File: src/design/cwpc_pkg.sv
// Shared constants, types and reset values of the convex window polygon clipper.
package cwpc_pkg;

  // Coordinate format: signed fixed point, 8 fraction bits.
  localparam int COORD_BITS = 24;
  // Number of window edges, one clipping cell each (3 or 4).
  localparam int CLIP_EDGES = 4;
  localparam int STAGES = (CLIP_EDGES < 3) ? 3 : ((CLIP_EDGES > 4) ? 4 : CLIP_EDGES);

  // Configuration register file.
  localparam int NUM_REGS  = 8;
  localparam int REG_IDX_W = 3;

  // Stream word width: two coordinates padded to whole bytes.
  localparam int DATA_W = ((2 * COORD_BITS + 7) / 8) * 8;

  // Cross product and intersection arithmetic widths.
  localparam int DIFF_W    = COORD_BITS + 1;
  localparam int PROD_W    = 2 * DIFF_W;
  localparam int CROSS_W   = 2 * COORD_BITS + 4;
  localparam int REM_W     = CROSS_W + 2;
  localparam int QUO_W     = COORD_BITS + 2;
  localparam int DIV_STEPS = DIFF_W;
  localparam int CNT_W     = $clog2(DIV_STEPS + 1);

  typedef logic signed [COORD_BITS-1:0] coord_t;
  typedef logic signed [DIFF_W-1:0]     diff_t;
  typedef logic signed [PROD_W-1:0]     prod_t;
  typedef logic signed [CROSS_W-1:0]    cross_t;
  typedef logic signed [QUO_W:0]        fix_t;

  // One word travelling along the chain of cells: a vertex, a ring close, or both.
  typedef struct packed {
    coord_t x;
    coord_t y;
    logic   hv;
    logic   cl;
  } tok_t;

  // Reset values of the window corners: x0, y0, x1, y1, x2, y2, x3, y3.
  localparam coord_t CLIP_RESET [NUM_REGS] = '{
    coord_t'(25600),  coord_t'(51200),  coord_t'(179200), coord_t'(51200),
    coord_t'(179200), coord_t'(92160),  coord_t'(25600),  coord_t'(92160)
  };

endpackage

File: src/design/cwpc_tail.sv
// Output end of the chain: holds one vertex back so that the last one can carry the end mark.
module cwpc_tail (
  input  logic             clk,
  input  logic             rst,
  input  logic             in_valid,
  output logic             in_ready,
  input  cwpc_pkg::tok_t   in_tok,
  output logic             out_valid,
  input  logic             out_ready,
  output cwpc_pkg::coord_t out_x,
  output cwpc_pkg::coord_t out_y,
  output logic             out_last,
  output logic             out_empty
);

  logic             seen;
  cwpc_pkg::coord_t held_x, held_y;
  logic             load;

  assign in_ready = !out_valid || out_ready;

  // A word leaves when a vertex follows a held one, or when a ring close arrives.
  assign load = in_valid && in_ready && (in_tok.hv ? seen : in_tok.cl);

  // Each vertex releases the one held before it; a ring close releases the held one as last.
  always_ff @(posedge clk) begin
    if (rst) begin
      seen      <= 1'b0;
      out_valid <= 1'b0;
    end else begin
      if (load) begin
        out_valid <= 1'b1;
      end else if (out_ready) begin
        out_valid <= 1'b0;
      end
      if (in_valid && in_ready) begin
        if (in_tok.hv) begin
          if (seen) begin
            out_x     <= held_x;
            out_y     <= held_y;
            out_last  <= 1'b0;
            out_empty <= 1'b0;
          end
          held_x <= in_tok.x;
          held_y <= in_tok.y;
          seen   <= 1'b1;
        end else if (in_tok.cl) begin
          out_x     <= seen ? held_x : '0;
          out_y     <= seen ? held_y : '0;
          out_last  <= 1'b1;
          out_empty <= !seen;
          seen      <= 1'b0;
        end
      end
    end
  end

endmodule

File: config.mk
export PLATFORM = sky130hd
export DESIGN_NAME = cwpc_tail
export DESIGN_NICKNAME = d
export VERILOG_FILES = /design/src/design/cwpc_pkg.sv /design/src/design/cwpc_tail.sv
export SDC_FILE = /design/constraint.sdc
export NUM_CORES = 1
export LEC_CHECK = 0
export BUFFER_PORTS_ARGS = -buffer_cell sky130_fd_sc_hd__buf_2
export CORE_MARGIN = 2
export CORE_UTILIZATION = 35
export DETAILED_ROUTE_END_ITERATION = 8
export PLACE_DENSITY = 0.66
export SLEW_MARGIN = 20
export SYNTH_ARGS = -nofsm -noshare
export SYNTH_HDL_FRONTEND = slang
export SYNTH_SLANG_ARGS = --single-unit
File: constraint.sdc
create_clock -name clk -period 5.5 [get_ports clk]
set_clock_uncertainty 0.2 [all_clocks]
set_input_delay 1.1 -clock clk [delete_from_list [all_inputs] [get_ports clk]]
set_output_delay 1.1 -clock clk [all_outputs]
set_load 0.01 [all_outputs]
======== Word level (Yosys, flattened, before mapping) ========
Cells that the tools add are included.
storage, ports and cells
  flip-flop bits (word level) ............. 100
  input bits .............................. 54
  output and inout bits ................... 52
  logic and storage cells ................. 38
cells by class
  eq/ne operators ......................... 1
  muxes and demuxes ....................... 18
  bitwise operators ....................... 1
  reductions and logical operators ........ 10
operators with widths
  kind                  number
  $mux W24              8
  $mux W1               10
  $reduce_and A4 Y1     1
  $reduce_bool A2 Y1    2
  $reduce_and A3 Y1     1
  $logic_and A1 B1 Y1   2
  $logic_not A1 Y1      2
  $ne A2 B1 Y1 const B  1
  $reduce_and A2 Y1     1
  $logic_or A1 B1 Y1    1
  $not A1 Y1            1

======== Logic depth before layout (Yosys ltp) ========
  depth after elaboration ................. 5
  depth in mapped cells ................... 4
  mapped depth without buffers ............ 3

======== Worst setup path before layout ========
OpenSTA, ideal clock, no wires.
  kind .................................... in2reg
  start point ............................. in out_ready
  end point ............................... reg out_empty (enable)
  stages .................................. 3
  library setup time ...................... 520 ps
  path buffers ............................ 0
  slack ................................... -27 ps
  data required time ...................... 4780 ps
  arrival time ............................ 4807 ps
  cell sequence ........................... nand2b_1 -> nand2_1 -> nor3_1
on the way
  longest elaborated chain between the ends .. 3
ends and longest elaborated chain
  element                             line             text
  from (decl)                         cwpc_tail.sv:9   input logic out_ready,
  $logic_or A1 B1 Y1                  cwpc_tail.sv:20  assign in_ready = !out_valid || out_ready;
  $logic_and A1 B1 Y1                 cwpc_tail.sv:36  if (in_valid && in_ready) begin
  $reduce_and A4 Y1 (no source line)  -
  to (signal assigned)                cwpc_tail.sv:51  out_empty <= !seen;
  to (decl)                           cwpc_tail.sv:13  output logic out_empty
No other way between the ends.
A chain may end at the register's enable or synchronous reset.

======== Worst setup path in the final report ========
  start point ............................. in out_ready
  end point ............................... out in_ready
on the way
  longest elaborated chain between the ends .. 1
ends and longest elaborated chain
  element             line             text
  $logic_or A1 B1 Y1  cwpc_tail.sv:20
  to (decl)           cwpc_tail.sv:6   output logic in_ready,
No other way between the ends.

==> impl_metrics.tcl <==
set metrics [dict create \
    hold_class "reg2reg" \
    yosys.cell_types.count 16 \
    grt.overflow.total 0 \
    first_pass_iters 4 \
    cts_post_setup_buffers_inserted 0 \
    insertion_delay_ns 0.36 \
    power_density_mw_per_mm2 337.1 \
    synth.ff_latch_count 100 \
    fill_cells 886 \
    area_delta_synth_final_pct 26.80 \
    grt_usage 0.1097 \
    cts_tree "done" \
    cts.root.buffer_cell "sky130_fd_sc_hd__clkbuf_8" \
    die_height_um 103.7 \
    worst_pin_slew_ns 0.6791 \
    setup_ws_ns 2.666 \
    final.period_utilization 0.5153 \
    power.share.sequential 0.584 \
    routed_wire_length_per_instance_um 13.31 \
    tritoncts_num_sinks 100 \
    postRouteWirelength_mm 5.552 \
    dr_vias_cell 4.132 \
    worstSetupPathDepth 3 \
    run_status "finished, final reports clean" \
    synth_cells 165 \
    std_cell_rows 36 \
    critical-path-max-stage-delay_ns 0.18 \
    fin_tns_setup_ns 0 \
    clk_transition_reported_paths_ns 0.10 \
    timing.critical_path.fanout_max 4 \
    mappedNetlistArea_mm2 0.003478 \
    crit_path_frequent_cell "sky130_fd_sc_hd__buf_2" \
    crit_buf_inv 2 \
    stdcell_area_mm2 0.004410 \
    layout_commonest_cell "sky130_fd_sc_hd__buf_2" \
    crit_end_category "primary output" \
    number_of_warning_messages_in_the_yosys_log 0 \
    grt_max_degree 51 \
    timing.final.max_slew_violations 0 \
    arrival_ns 1.53 \
    syn_avg_cell_area_um2 21.08 \
    antenna_violations_before_repair 0 \
    clockBufferDepth 2 \
    floorplan.io_pins 106 \
    internal_power_mw 1.197 \
    detailroute.via_count 1723 \
    final_core_density 0.4533 \
    final_hold_viols 0 \
    placement.io_buffers 105 \
    layout.cells.most_common_list "sky130_fd_sc_hd__buf_2 (105), sky130_fd_sc_hd__edfxtp_1 (98), sky130_fd_sc_hd__nor2b_1 (38), sky130_fd_sc_hd__nor2b_4 (10), sky130_fd_sc_hd__clkbuf_8 (9)" \
    startpoint_type_of_the_worst_setup_path "primary input" \
    max_slew_margin 0.5473 \
    synth-seq-area-share 0.8576 \
    maxClockFrequency_mhz 352.8 \
    number_of_remaining_drc_errors 0 \
    power.share.combinational 0.054 \
    timing.setup.critical_path_class "in2out" \
    grt_pass1_wl_mm 8.990 \
    synth.net_count 219 \
    drv_cap 0 \
    antennaDiodeCount 0 \
    post_cts_resized 0 \
    postPlaceCellArea_mm2 0.004175 \
    floorplan.die.width_um 103.7 \
    reg2regPathDepth 3 \
    design.core.area_mm2 0.009729 \
    cp_slowest_cell "sky130_fd_sc_hd__nand2b_1" \
    final_net_count 334 \
    drt_iter0_markers 54 \
    post_route_cells_drive_above_1_share 0.4789 \
    antenna_violating_nets_post_route 0 \
    layout_min_cycle_time_ns 2.834 \
    path_cells "buf_2 > nand2b_1 > buf_2" \
    cts_hold_buffers 0 \
    p_sw_frac 0.1947 \
    cts_made_buffers 9 \
    initial_utilization 0.3575 \
    design.die.area_mm2 0.01075 \
    gp_routability_congestion 0.7194 \
    detail_placement_hpwl_mm 3.691 \
    cp_top_family "buffers and inverters" \
    grt_pass1_vias 1799 \
    h-tree-depth 3 \
    final.hold.worst_slack_ns 0.3339 \
    total_switching_power_uw 289.4 \
    ir_drop_uv 109.1 \
    post-place-ws_ns 2.663 \
    required_ns 4.20 \
    p_clk_frac 0.363 \
    whs_path_depth 1 \
    rsz0062_at_grt "no" \
    final_setup_violation_count 0 \
    power.static_leakage_nw 1.667 \
]
[final cells by class]
cell class,count,area (um2),share of cell area
clock buffer,9,123.9,0.02809
sequential,100,2983,0.6763
multi-input combinational,59,466.7,0.1058
clock inverter,6,111.4,0.02525
timing repair buffer,109,555.5,0.1260
inverter,1,3.754,0.0008511
tap,133,166.4,0.03773
[path summary, 6_finish.rpt]
path,from,endpoint,slack (ns)
worst min-delay path,held_x[11]$_DFFE_PP_,out_x[11]$_DFFE_PP_,0.33
worst min register to register,held_x[11]$_DFFE_PP_,out_x[11]$_DFFE_PP_,0.33
worst max-delay path,out_ready,in_ready,2.67
worst max register to register,seen$_SDFFE_PP0P_,out_y[8]$_DFFE_PP_,3.62
[per-stage QoR]
step	total power [mW]	cells
6_report	1.487	417
3_5_place_dp	0.9672	402
4_1_cts	1.508	417
2_1_floorplan	0.9295	165
5_1_grt	1.551	417
3_3_place_gp	0.9637	402
[metal layers]
| layer | global-route usage | part of all wire |
|---|---|---|
| met2 | 0.1864 | 0.52 |
| met1 | 0.1255 | 0.40 |
| met3 | 0.03965 | 0.072 |
| met5 | 0 | 0 |
| met4 | 0.04633 | 0.012 |
[power groups by stage]
stage,clock [mW],combinational (mW),sequential [mW]
global route,0.592,0.0893,0.870
CTS,0.558,0.0819,0.868
global placement,0,0.0789,0.885
detailed placement,0,0.0819,0.885
floorplan,0,0.0375,0.892
finish,0.539,0.0797,0.868
[state kept, by name, indices dropped and copies added (netlist names)]
name	cells
out_last	1
out_x	24
out_y	24
out_valid	1
held_y	24
out_empty	1
seen	1
held_x	24
[synthesized netlist by cell type, drive strengths merged]
cell type	n	area, um2
and3	1	6.260
buf	5	41.28
dfxtp	2	40.04
edfxtp	98	2943
inv	1	3.750
mux2i	1	10.01
nand2	1	3.750
nand2b	3	18.77
nor2	1	11.26
nor2b	48	375.4
nor3	2	10.01
o22ai	1	6.260
o32ai	1	8.760
[kinds of logic after synthesis]
family | synth area share
AOI/OAI and AO/OA | 0.004318
buffers and inverters | 0.01295
DFF | 0.8576
muxes | 0.002878
and+or+nand+nor | 0.1223
Power figures use the tool's default switching activity.
